==> config.mk <==
export PLATFORM = sky130hd
export DESIGN_NAME = sha256_stream_hasher
export DESIGN_NICKNAME = d
export VERILOG_FILES = /design/src/design/shs_pkg.sv /design/src/design/shs_ctrl.sv /design/src/design/shs_datapath.sv /design/src/design/sha256_stream_hasher.sv
export SDC_FILE = /design/constraint.sdc
export NUM_CORES = 2
export LEC_CHECK = 0
export BUFFER_PORTS_ARGS = -buffer_cell sky130_fd_sc_hd__buf_2
export CAP_MARGIN = 20
export CORE_MARGIN = 3
export CORE_UTILIZATION = 60
export DETAILED_ROUTE_END_ITERATION = 10
export PLACE_DENSITY = 0.76
export SLEW_MARGIN = 0
export SYNTH_ARGS = -nofsm -noshare
export SYNTH_HDL_FRONTEND = slang
export SYNTH_HIERARCHICAL = 1
export SYNTH_SLANG_ARGS = --single-unit
==> constraint.sdc <==
create_clock -name clock -period 25.1 [get_ports clock]
set_clock_uncertainty 0.1 [all_clocks]
set_input_delay 3.765 -clock clock [delete_from_list [all_inputs] [get_ports clock]]
set_output_delay 3.765 -clock clock [all_outputs]
set_load 0.02 [all_outputs]
==> src/design/shs_pkg.sv <==
// ----------------------------------------------------------------------------
// shs_pkg
// Constants, byte source codes and the controller command bundle of the
// SHA-256 stream hasher.
// ----------------------------------------------------------------------------
package shs_pkg;

   localparam int BLOCK_BYTES = 64;
   localparam int ROUNDS      = 64;
   localparam int LEN_START   = 56;

   // byte pushed into the block buffer
   localparam logic [1:0] SRC_DATA  = 2'd0;
   localparam logic [1:0] SRC_PAD80 = 2'd1;
   localparam logic [1:0] SRC_ZERO  = 2'd2;
   localparam logic [1:0] SRC_LEN   = 2'd3;

   localparam logic [7:0] PAD_MARK = 8'h80;

   localparam logic [31:0] ROUND_K [ROUNDS] = '{
      32'h428a2f98, 32'h71374491, 32'hb5c0fbcf, 32'he9b5dba5,
      32'h3956c25b, 32'h59f111f1, 32'h923f82a4, 32'hab1c5ed5,
      32'hd807aa98, 32'h12835b01, 32'h243185be, 32'h550c7dc3,
      32'h72be5d74, 32'h80deb1fe, 32'h9bdc06a7, 32'hc19bf174,
      32'he49b69c1, 32'hefbe4786, 32'h0fc19dc6, 32'h240ca1cc,
      32'h2de92c6f, 32'h4a7484aa, 32'h5cb0a9dc, 32'h76f988da,
      32'h983e5152, 32'ha831c66d, 32'hb00327c8, 32'hbf597fc7,
      32'hc6e00bf3, 32'hd5a79147, 32'h06ca6351, 32'h14292967,
      32'h27b70a85, 32'h2e1b2138, 32'h4d2c6dfc, 32'h53380d13,
      32'h650a7354, 32'h766a0abb, 32'h81c2c92e, 32'h92722c85,
      32'ha2bfe8a1, 32'ha81a664b, 32'hc24b8b70, 32'hc76c51a3,
      32'hd192e819, 32'hd6990624, 32'hf40e3585, 32'h106aa070,
      32'h19a4c116, 32'h1e376c08, 32'h2748774c, 32'h34b0bcb5,
      32'h391c0cb3, 32'h4ed8aa4a, 32'h5b9cca4f, 32'h682e6ff3,
      32'h748f82ee, 32'h78a5636f, 32'h84c87814, 32'h8cc70208,
      32'h90befffa, 32'ha4506ceb, 32'hbef9a3f7, 32'hc67178f2
   };

   localparam logic [31:0] INIT_HASH [8] = '{
      32'h6a09e667, 32'hbb67ae85, 32'h3c6ef372, 32'ha54ff53a,
      32'h510e527f, 32'h9b05688c, 32'h1f83d9ab, 32'h5be0cd19
   };

   typedef struct packed {
      logic       push;
      logic [1:0] byte_src;
      logic [2:0] len_idx;
      logic       count_byte;
      logic       load_work;
      logic       round;
      logic [5:0] round_idx;
      logic       fold;
      logic       finish;
      logic [2:0] out_idx;
   } cmd_type;

endpackage

==> src/design/shs_ctrl.sv <==
// ----------------------------------------------------------------------------
// shs_ctrl
// Sequencer of the SHA-256 stream hasher: byte intake, padding, round count
// and digest hand-off.
// ----------------------------------------------------------------------------
module shs_ctrl (
   input  logic             clock,
   input  logic             reset,
   input  logic             req_valid,
   output logic             req_ready,
   input  logic             req_has_byte,
   input  logic             req_last,
   output logic             rsp_valid,
   input  logic             rsp_ready,
   output logic [2:0]       rsp_word_index,
   output logic             rsp_last_word,
   output shs_pkg::cmd_type cmd
);

   localparam logic [2:0] ST_IDLE = 3'd0;
   localparam logic [2:0] ST_PAD  = 3'd1;
   localparam logic [2:0] ST_COMP = 3'd2;
   localparam logic [2:0] ST_FOLD = 3'd3;
   localparam logic [2:0] ST_DONE = 3'd4;

   localparam logic [5:0] FILL_LAST  = 6'(shs_pkg::BLOCK_BYTES - 1);
   localparam logic [5:0] FILL_LEN   = 6'(shs_pkg::LEN_START);
   localparam logic [5:0] ROUND_LAST = 6'(shs_pkg::ROUNDS - 1);

   logic [2:0] state_ff, state_in;
   logic [5:0] fill_ff, fill_in;
   logic [5:0] round_ff, round_in;
   logic       fin_ff, fin_in;
   logic       pad80_ff, pad80_in;
   logic       len_ff, len_in;
   logic       out_busy_ff, out_busy_in;
   logic [2:0] out_idx_ff, out_idx_in;
   logic       in_acc;

   assign req_ready      = (state_ff == ST_IDLE);
   assign in_acc         = req_valid & req_ready;
   assign rsp_valid      = out_busy_ff;
   assign rsp_word_index = out_idx_ff;
   assign rsp_last_word  = (out_idx_ff == 3'd7);

   always_comb begin
      state_in    = state_ff;
      fill_in     = fill_ff;
      round_in    = round_ff;
      fin_in      = fin_ff;
      pad80_in    = pad80_ff;
      len_in      = len_ff;
      out_busy_in = out_busy_ff;
      out_idx_in  = out_idx_ff;
      cmd         = '0;
      cmd.len_idx   = fill_ff[2:0];
      cmd.round_idx = round_ff;
      cmd.out_idx   = out_idx_ff;

      unique case (state_ff)
         ST_IDLE: begin
            if (in_acc) begin
               fin_in   = req_last;
               pad80_in = req_last;
               if (req_has_byte) begin
                  cmd.push       = 1'b1;
                  cmd.byte_src   = shs_pkg::SRC_DATA;
                  cmd.count_byte = 1'b1;
                  fill_in        = fill_ff + 6'd1;
               end
               if (req_has_byte && (fill_ff == FILL_LAST)) begin
                  cmd.load_work = 1'b1;
                  state_in      = ST_COMP;
               end else if (req_last) begin
                  state_in = ST_PAD;
               end
            end
         end
         ST_PAD: begin
            cmd.push = 1'b1;
            fill_in  = fill_ff + 6'd1;
            if (pad80_ff) begin
               cmd.byte_src = shs_pkg::SRC_PAD80;
               pad80_in     = 1'b0;
            end else if (len_ff || (fill_ff == FILL_LEN)) begin
               cmd.byte_src = shs_pkg::SRC_LEN;
               len_in       = 1'b1;
            end else begin
               cmd.byte_src = shs_pkg::SRC_ZERO;
            end
            if (fill_ff == FILL_LAST) begin
               cmd.load_work = 1'b1;
               state_in      = ST_COMP;
            end
         end
         ST_COMP: begin
            cmd.round = 1'b1;
            round_in  = round_ff + 6'd1;
            if (round_ff == ROUND_LAST) begin
               state_in = ST_FOLD;
            end
         end
         ST_FOLD: begin
            cmd.fold = 1'b1;
            if (!fin_ff) begin
               state_in = ST_IDLE;
            end else if (len_ff) begin
               state_in = ST_DONE;
            end else begin
               state_in = ST_PAD;
            end
         end
         ST_DONE: begin
            if (!out_busy_ff) begin
               cmd.finish  = 1'b1;
               out_busy_in = 1'b1;
               out_idx_in  = 3'd0;
               fin_in      = 1'b0;
               len_in      = 1'b0;
               state_in    = ST_IDLE;
            end
         end
         default: begin
            state_in = ST_IDLE;
         end
      endcase

      if (out_busy_ff && rsp_ready) begin
         out_idx_in = out_idx_ff + 3'd1;
         if (out_idx_ff == 3'd7) begin
            out_busy_in = 1'b0;
         end
      end
   end

   always_ff @(posedge clock) begin
      if (reset) begin
         state_ff    <= ST_IDLE;
         fill_ff     <= '0;
         round_ff    <= '0;
         fin_ff      <= 1'b0;
         pad80_ff    <= 1'b0;
         len_ff      <= 1'b0;
         out_busy_ff <= 1'b0;
         out_idx_ff  <= '0;
      end else begin
         state_ff    <= state_in;
         fill_ff     <= fill_in;
         round_ff    <= round_in;
         fin_ff      <= fin_in;
         pad80_ff    <= pad80_in;
         len_ff      <= len_in;
         out_busy_ff <= out_busy_in;
         out_idx_ff  <= out_idx_in;
      end
   end

endmodule

==> src/design/shs_datapath.sv <==
// ----------------------------------------------------------------------------
// shs_datapath
// Block shift buffer doubling as the rolling message schedule, working
// variables with one SHA-256 round per cycle, chaining words, bit count and
// digest output buffer.
// ----------------------------------------------------------------------------
module shs_datapath (
   input  logic             clock,
   input  logic             reset,
   input  shs_pkg::cmd_type cmd,
   input  logic [7:0]       req_data_byte,
   output logic [31:0]      rsp_digest_word
);

   function automatic logic [31:0] big_s0(input logic [31:0] x);
      return {x[1:0], x[31:2]} ^ {x[12:0], x[31:13]} ^ {x[21:0], x[31:22]};
   endfunction

   function automatic logic [31:0] big_s1(input logic [31:0] x);
      return {x[5:0], x[31:6]} ^ {x[10:0], x[31:11]} ^ {x[24:0], x[31:25]};
   endfunction

   function automatic logic [31:0] small_s0(input logic [31:0] x);
      return {x[6:0], x[31:7]} ^ {x[17:0], x[31:18]} ^ {3'b000, x[31:3]};
   endfunction

   function automatic logic [31:0] small_s1(input logic [31:0] x);
      return {x[16:0], x[31:17]} ^ {x[18:0], x[31:19]} ^ {10'b0, x[31:10]};
   endfunction

   logic [511:0] blk_ff, blk_in;
   logic [31:0]  work_ff [8];
   logic [31:0]  work_in [8];
   logic [31:0]  chain_ff [8];
   logic [31:0]  out_ff [8];
   logic [63:0]  bits_ff;
   logic [7:0]   push_byte;
   logic [31:0]  w0, w1, w9, w14, w_new;
   logic [31:0]  t1, t2, ch, maj;

   assign w0  = blk_ff[511:480];
   assign w1  = blk_ff[479:448];
   assign w9  = blk_ff[223:192];
   assign w14 = blk_ff[63:32];
   assign w_new = small_s1(w14) + w9 + small_s0(w1) + w0;

   always_comb begin
      case (cmd.byte_src)
         shs_pkg::SRC_DATA:  push_byte = req_data_byte;
         shs_pkg::SRC_PAD80: push_byte = shs_pkg::PAD_MARK;
         shs_pkg::SRC_LEN:   push_byte = bits_ff[{3'd7 - cmd.len_idx, 3'b000} +: 8];
         default:            push_byte = 8'h00;
      endcase
   end

   always_comb begin
      blk_in = blk_ff;
      if (cmd.push) begin
         blk_in = {blk_ff[503:0], push_byte};
      end else if (cmd.round) begin
         blk_in = {blk_ff[479:0], w_new};
      end
   end

   always_comb begin
      ch  = (work_ff[4] & work_ff[5]) ^ (~work_ff[4] & work_ff[6]);
      maj = (work_ff[0] & work_ff[1]) ^ (work_ff[0] & work_ff[2]) ^
            (work_ff[1] & work_ff[2]);
      t1  = work_ff[7] + big_s1(work_ff[4]) + ch + shs_pkg::ROUND_K[cmd.round_idx] + w0;
      t2  = big_s0(work_ff[0]) + maj;
      work_in[0] = t1 + t2;
      work_in[1] = work_ff[0];
      work_in[2] = work_ff[1];
      work_in[3] = work_ff[2];
      work_in[4] = work_ff[3] + t1;
      work_in[5] = work_ff[4];
      work_in[6] = work_ff[5];
      work_in[7] = work_ff[6];
   end

   assign rsp_digest_word = out_ff[cmd.out_idx];

   always_ff @(posedge clock) begin
      blk_ff <= blk_in;
      if (cmd.load_work) begin
         work_ff <= chain_ff;
      end else if (cmd.round) begin
         work_ff <= work_in;
      end
      if (cmd.finish) begin
         out_ff <= chain_ff;
      end
   end

   always_ff @(posedge clock) begin
      if (reset) begin
         chain_ff <= shs_pkg::INIT_HASH;
         bits_ff  <= '0;
      end else begin
         if (cmd.finish) begin
            chain_ff <= shs_pkg::INIT_HASH;
            bits_ff  <= '0;
         end else begin
            if (cmd.fold) begin
               for (int i = 0; i < 8; i++) begin
                  chain_ff[i] <= chain_ff[i] + work_ff[i];
               end
            end
            if (cmd.count_byte) begin
               bits_ff <= bits_ff + 64'd8;
            end
         end
      end
   end

endmodule

==> src/design/sha256_stream_hasher.sv <==
// ----------------------------------------------------------------------------
// sha256_stream_hasher
// SHA-256 over a byte stream, digest out as eight 32-bit words.
// ----------------------------------------------------------------------------
// Input beats (req_) carry one byte when req_has_byte is set; req_last ends
// the message, with or without a byte. Result beats (rsp_) carry the digest
// words H0..H7, big-endian, indexed by rsp_word_index, rsp_last_word on H7.
// Data beats are accepted back to back until a block fills. The 64th byte
// of a block starts the compression, which runs one round per cycle in a
// single round unit, then a fold into the chaining words; req_ready is low
// meanwhile. On a last beat the padding is pushed one byte per cycle into
// the block buffer (spilling into an extra block when the length does not
// fit, with one more compression in between), followed by the final
// compression. rsp_valid rises after the last fold, once the output buffer is
// free, and the eight words then go out one per cycle while rsp_ready is high.
// The digest sits in its own output buffer: the next message is accepted
// while a stalled receiver holds words back; only the next digest hand-off
// waits for the buffer to drain.
// Reset (synchronous, active high) loads the initial hash values, clears
// the byte and bit counts and drops any pending digest words.
// ----------------------------------------------------------------------------
module sha256_stream_hasher (
   input  logic        clock,
   input  logic        reset,
   input  logic        req_valid,
   output logic        req_ready,
   input  logic [7:0]  req_data_byte,
   input  logic        req_has_byte,
   input  logic        req_last,
   output logic        rsp_valid,
   input  logic        rsp_ready,
   output logic [31:0] rsp_digest_word,
   output logic [2:0]  rsp_word_index,
   output logic        rsp_last_word
);

   shs_pkg::cmd_type cmd;

   shs_ctrl u_ctrl (
      .clock          (clock),
      .reset          (reset),
      .req_valid      (req_valid),
      .req_ready      (req_ready),
      .req_has_byte   (req_has_byte),
      .req_last       (req_last),
      .rsp_valid      (rsp_valid),
      .rsp_ready      (rsp_ready),
      .rsp_word_index (rsp_word_index),
      .rsp_last_word  (rsp_last_word),
      .cmd            (cmd)
   );

   shs_datapath u_datapath (
      .clock           (clock),
      .reset           (reset),
      .cmd             (cmd),
      .req_data_byte   (req_data_byte),
      .rsp_digest_word (rsp_digest_word)
   );

endmodule

# Word-level counts from Yosys, hierarchy flattened

Memory sizes are Yosys's and may differ from the RTL's.
Index checks and enable logic that the tools add are counted.

Register bits after elaboration: 1366
Memory bits (read-only): 2048
Bits of input ports: 14
Output and inout bits: 38
Word-level logic and storage cells: 167
Memories kept: 1

$add $sub $neg: 23
Order comparisons: 2
Equal/unequal tests: 19
Shifts and indexed selects: 1
Multiplexer cells: 49
Bitwise gates (word level): 20
Reductions and logical operators: 18

Memories:

| name             | words | width | read ports | clocked after memory_dff | write ports | line               | text |
|---|---|---|---|---|---|---|---|
| (name not given) | 64    | 32    | 1          | 0                        | 0           | shs_datapath.sv:69 | `t1 = work_ff[7] + big_s1(work_ff[4]) + ch + shs_pkg::ROUND_K[cmd.round_idx] + w0;` |

Operators by type and width:

| kind                    | count |
|---|---|
| $mux W512               | 2 |
| $add A32 B32 Y32        | 18 |
| $mux W256               | 2 |
| $xor A32 B32 Y32        | 9 |
| $and A32 B32 Y32        | 5 |
| $mux W32                | 4 |
| $bmux W32 S3            | 1 |
| $add A64 B4 Y64 const B | 1 |
| $shiftx A64 B7 Y8       | 1 |
| $mux W3                 | 12 |
| $not A32 Y32            | 1 |
| $xor A32 B22 Y32        | 1 |
| $xor A32 B29 Y32        | 1 |
| $pmux W8 S3             | 1 |
| $eq A6 B6 Y1 const B    | 3 |
| $mux W1                 | 16 |
| $pmux W3 S5             | 1 |
| $add A6 B1 Y6 const B   | 2 |
| $mux W6                 | 2 |
| $pmux W6 S2             | 1 |
| $reduce_bool A2 Y1      | 6 |
| $ne A2 B2 Y1 const B    | 5 |
| $pmux W1 S2             | 4 |
| $ge A7 B7 Y1 const B    | 1 |
| 24 further kinds        | 32 |

# Depth between registers and ports, before layout

Word-level depth: 9
Mapped depth: 38
Depth with buffers taken out: 37

# Hierarchy

The synthesis kept the hierarchy.

By module, submodules not included:

| module       | times used | cells an instance | area each (um2) | seq. area each (um2) |
|---|---|---|---|---|
| shs_datapath | 1          | 7089              | 81031.5         | 37095.6 |
| shs_ctrl     | 1          | 153               | 1233.7          | 440.4 |

# Least setup slack after synthesis

Ideal clock, no wire load.

Path kind: reg2reg
Start point: register u_ctrl.state_ff[0]
End point: register u_datapath/chain_ff[19] (netlist name)
Library setup time: 0.132 ns
Data arrival time: 13.517 ns
Required time: 24.868 ns
Setup slack: 11.351 ns
Stages on the path, launching flop included: 9
Path buffers: 2
Clock period less this slack: 13.749 ns
Cell sequence: dfxtp_1 -> clkbuf_8 -> nor2_1 -> nand2_1 -> nor2_1 -> nor2_1 -> nand2_1 -> clkbuf_1 -> o21ai_0

RTL lines:

| element                        | line                | text |
|---|---|---|
| start: declaration             | shs_ctrl.sv:30      | `logic [2:0] state_ff, state_in;` |
| start signal: assignment       | shs_ctrl.sv:147     | `state_ff <= state_in;` |
| end signal: assignment         | shs_datapath.sv:97  | `chain_ff <= shs_pkg::INIT_HASH;` |
| end signal: assignment         | shs_datapath.sv:101 | `chain_ff <= shs_pkg::INIT_HASH;` |
| end signal: indexed assignment | shs_datapath.sv:106 | `chain_ff[i] <= chain_ff[i] + work_ff[i];` |
| end: declaration               | shs_datapath.sv:34  | `logic [31:0] chain_ff [8];` |

# Worst setup path after layout

Start point: register u_ctrl.round_ff[2]
End point: register u_datapath/work_ff[255] (netlist name), data pin

Word-level cells in the longest chain between the ends: 9

Ends and longest elaborated chain:

| element                                     | line               | text |
|---|---|---|
| start: declaration                          | shs_ctrl.sv:32     | `logic [5:0] round_ff, round_in;` |
| start signal: assignment                    | shs_ctrl.sv:149    | `round_ff <= round_in;` |
| $not A6 Y7 (implied by the code)            | shs_datapath.sv:69 |  |
| $mem_v2 Z64 W32                             | n/a                |  |
| $mux W32 (implied by the code) (2 in a row) | shs_datapath.sv:69 |  |
| $add A32 B32 Y32 (2 in a row)               | shs_datapath.sv:69 |  |
| $add A32 B32 Y32                            | shs_datapath.sv:71 | `work_in[0] = t1 + t2;` |
| $mux W256                                   | shs_datapath.sv:87 | `end else if (cmd.round) begin` |
| $mux W256                                   | shs_datapath.sv:85 | `if (cmd.load_work) begin` |
| end signal: assignment                      | shs_datapath.sv:86 | `work_ff <= chain_ff;` |
| end signal: assignment                      | shs_datapath.sv:88 | `work_ff <= work_in;` |
| end: declaration                            | shs_datapath.sv:32 | `logic [31:0] work_ff [8];` |

No other way between the ends. The select of a mux whose other input is x is not followed.
A chain may end at the register's enable or synchronous reset.

==> metrics.yaml <==
status: "finished, final reports clean"
initial_utilization: 0.606
syn2layout_area_growth_pct: 8.38
final_core_util: 0.657
worst_pin_slew_ns: 1.20
viasPerCell: 6.37
synth.cell_area_um2: 82300
coreArea_um2: 136000
fin_setup_tns_ns: 0
crit_fanout: 65
dieWidth_um: 376
synth_fa_ha_area_frac: 0.108
path_clk_slew_ns: 0.06
r2r_start: "u_ctrl/round_ff[2]$_SDFFE_PP0N_"
grt_use_total: 0.323
ios: 52
synth_top_area_cell: "edfxtp_1"
seq_area_um2: 37600
cts-root-buf: "clkbuf_16"
setup_viol: 0
synthArstFlopShare: 0
insertion_delay_ns: 0.78
synthXorXnorAreaFrac: 0.0660
yosysTopAreaCellShare: 0.374
final_antenna_net_count: 0
n_fill_cell: 10200
synth_top_family_by_area: "multiplexers"
synthMuxAreaShare: 0.133
grt_pass1_vias: 56700
die_y_um: 376
synth_area_per_cell_um2: 11.4
wirelength_um: 231000
synth_flop_cell: "edfxtp_1"
startpoint_type: "flip-flop"
dr.pass1.iters: 5
final_nets: 7787
ctsHoldBuffers: 0
postCtsSetupBuffers: 0
end_kind: "flip-flop"
yosys_warnings: 6
min_from: "u_datapath/chain_ff[172]$_SDFFE_PP1P_"
wl_per_cell_um: 25.5
layout_common_cells: "edfxtp_1, mux2_2, o21ai_0"
clock_path_buffers: 3
grt_max_degree: 223
postLayoutSetupSlackWorst_ns: 16.03
rsz0062_at_grt: "no"
cpPeakStageDelay_ns: 0.87
syn-num-nets: 7848
critPathTopFamily: "compound AO/OA/AOI/OAI gates"
portBuffers: 51
hold_viol: 0
required_ns: 25.50
dieArea_um2: 142000
fmax_ghz: 0.110
place_congestion: 0.977
synth-simple-area-share: 0.0786
synth_compound_area_frac: 0.123
grt-ovfl-total: 0
mostFrequentLayoutCell: "edfxtp_1"
drtIter0Drc: 6201
synth_area_leaders: "edfxtp_1, mux2_2, dfxtp_1"
cts-resized-gates: 0
htree_levels: 4
synth_cell_type_count: 104
startpoint: "u_ctrl/round_ff[2]$_SDFFE_PP0N_"
min_period_ns: 9.07
netlist_instances: 7242
hold_class: "reg2reg"
crit_top_cell: "nor2_1"
drive_gt1_frac: 0.167
dp_slack_ns: 16.26
critical_path_arrival_ns: 9.47
antenna_found_initial: 10
critPathKind: "reg2reg"
cts_tree: "yes"
timing.critical_path.buf_inv: 5
fin_crit_sh: 0.361
multi_input_area_um2: 41900
vias: 57900
maxCapViolations: 0
slew_viol_final: 0
rows: 135
crit_slowest_cell: "nor2_1"
drc: 0
slew-limit-headroom: 0.201
synth_edf_count: 1024
numCtsBuffers: 148
dp_hpwl_um: 167000
synth_seq_cells: 1363
yosysSeqAreaShare: 0.456
grt_pass1_wl_um: 348000
clock_sinks: 1363
-- cell families after synthesis --
family / after synthesis
flops: 1363
buf+inv: 760
xor+xnor: 617
simple gates: 1394
mux: 894
compound gates: 1619
fa+ha+maj: 595
-- Yosys cell counts, types with 87 or more instances --
cell type and n:
edfxtp_1 1024, mux2_2 705, o21ai_0 479, nand2_1 471, a21oi_1 437, inv_1 435
nor2_1 415, ha_1 396, xnor2_1 353, dfxtp_1 339, clkbuf_1 265, xor2_1 262
a21o_1 211, fa_1 196, nand3_1 107, mux2i_1 102, mux4_2 87
-- stage by stage --
stage	instances	area, µm²	hold WS (ns)
5_1_grt	9089	89200	0.400
2_1_floorplan	7242	82300	0.328
3_3_place_gp	8808	84000	0.365
4_1_cts	9088	89100	0.384
3_5_place_dp	8811	84100	0.372
6_report	9091	89200	0.383
-- area by class of cell --
class	instances	share of cell area
multi-input combinational	5119	0.469
sequential	1363	0.421
clock buffer	185	0.0459
tap	1781	0.0250
inverter	437	0.0185
clock inverter	92	0.0107
timing repair buffer	112	0.00935
antenna	2	0.0000561
-- worst paths after layout --
check / end / slack [ns] / cells after the start
worst min register to register: u_datapath/out_ff[172]$_DFFE_PP_ / 0.38 / 0
worst max-delay path: u_datapath/work_ff[255]$_DFFE_PP_ / 16.03 / 35
worst min-delay path: u_datapath/out_ff[172]$_DFFE_PP_ / 0.38 / 0
worst max register to register: u_datapath/work_ff[255]$_DFFE_PP_ / 16.03 / 35
-- per-layer routing --
metal | global-route usage | vias to the layer above | share of wire
met5 | 0 | - | 0.000048
met4 | 0.175 | 2 | 0.061
met3 | 0.0533 | 545 | 0.080
met2 | 0.511 | 2571 | 0.46
met1 | 0.428 | 28500 | 0.40
li1 | - | 26300 | -
-- worst reg2reg max path: cells and delay by family (launching register included) --
| family | cells | cell delay [ns] |
|---|---|---|
| xor gates and xnor gates | 2 | 0.36 |
| adders and majority gates | 4 | 1.76 |
| DFF | 1 | 0.31 |
| buffers and inverters | 5 | 1.20 |
| AOI/OAI and AO/OA | 15 | 3.13 |
| and+or+nand+nor | 9 | 1.93 |
-- registers in the layout, indices dropped and copies added (netlist names) --
signal / flops
u_datapath/bits_ff: 61
u_ctrl/rsp_word_index: 3
u_ctrl/state_ff: 3
u_ctrl/round_ff: 6
u_datapath/chain_ff: 256
u_ctrl/len_ff: 1
u_ctrl/rsp_valid: 1
u_datapath/work_ff: 256
u_ctrl/fin_ff: 1
u_datapath/blk_ff: 512
u_ctrl/fill_ff: 6
u_datapath/out_ff: 256
u_ctrl/pad80_ff: 1
Power is not shown: default switching activity piles up to over one toggle a cycle in this logic, so the estimate is an artifact.
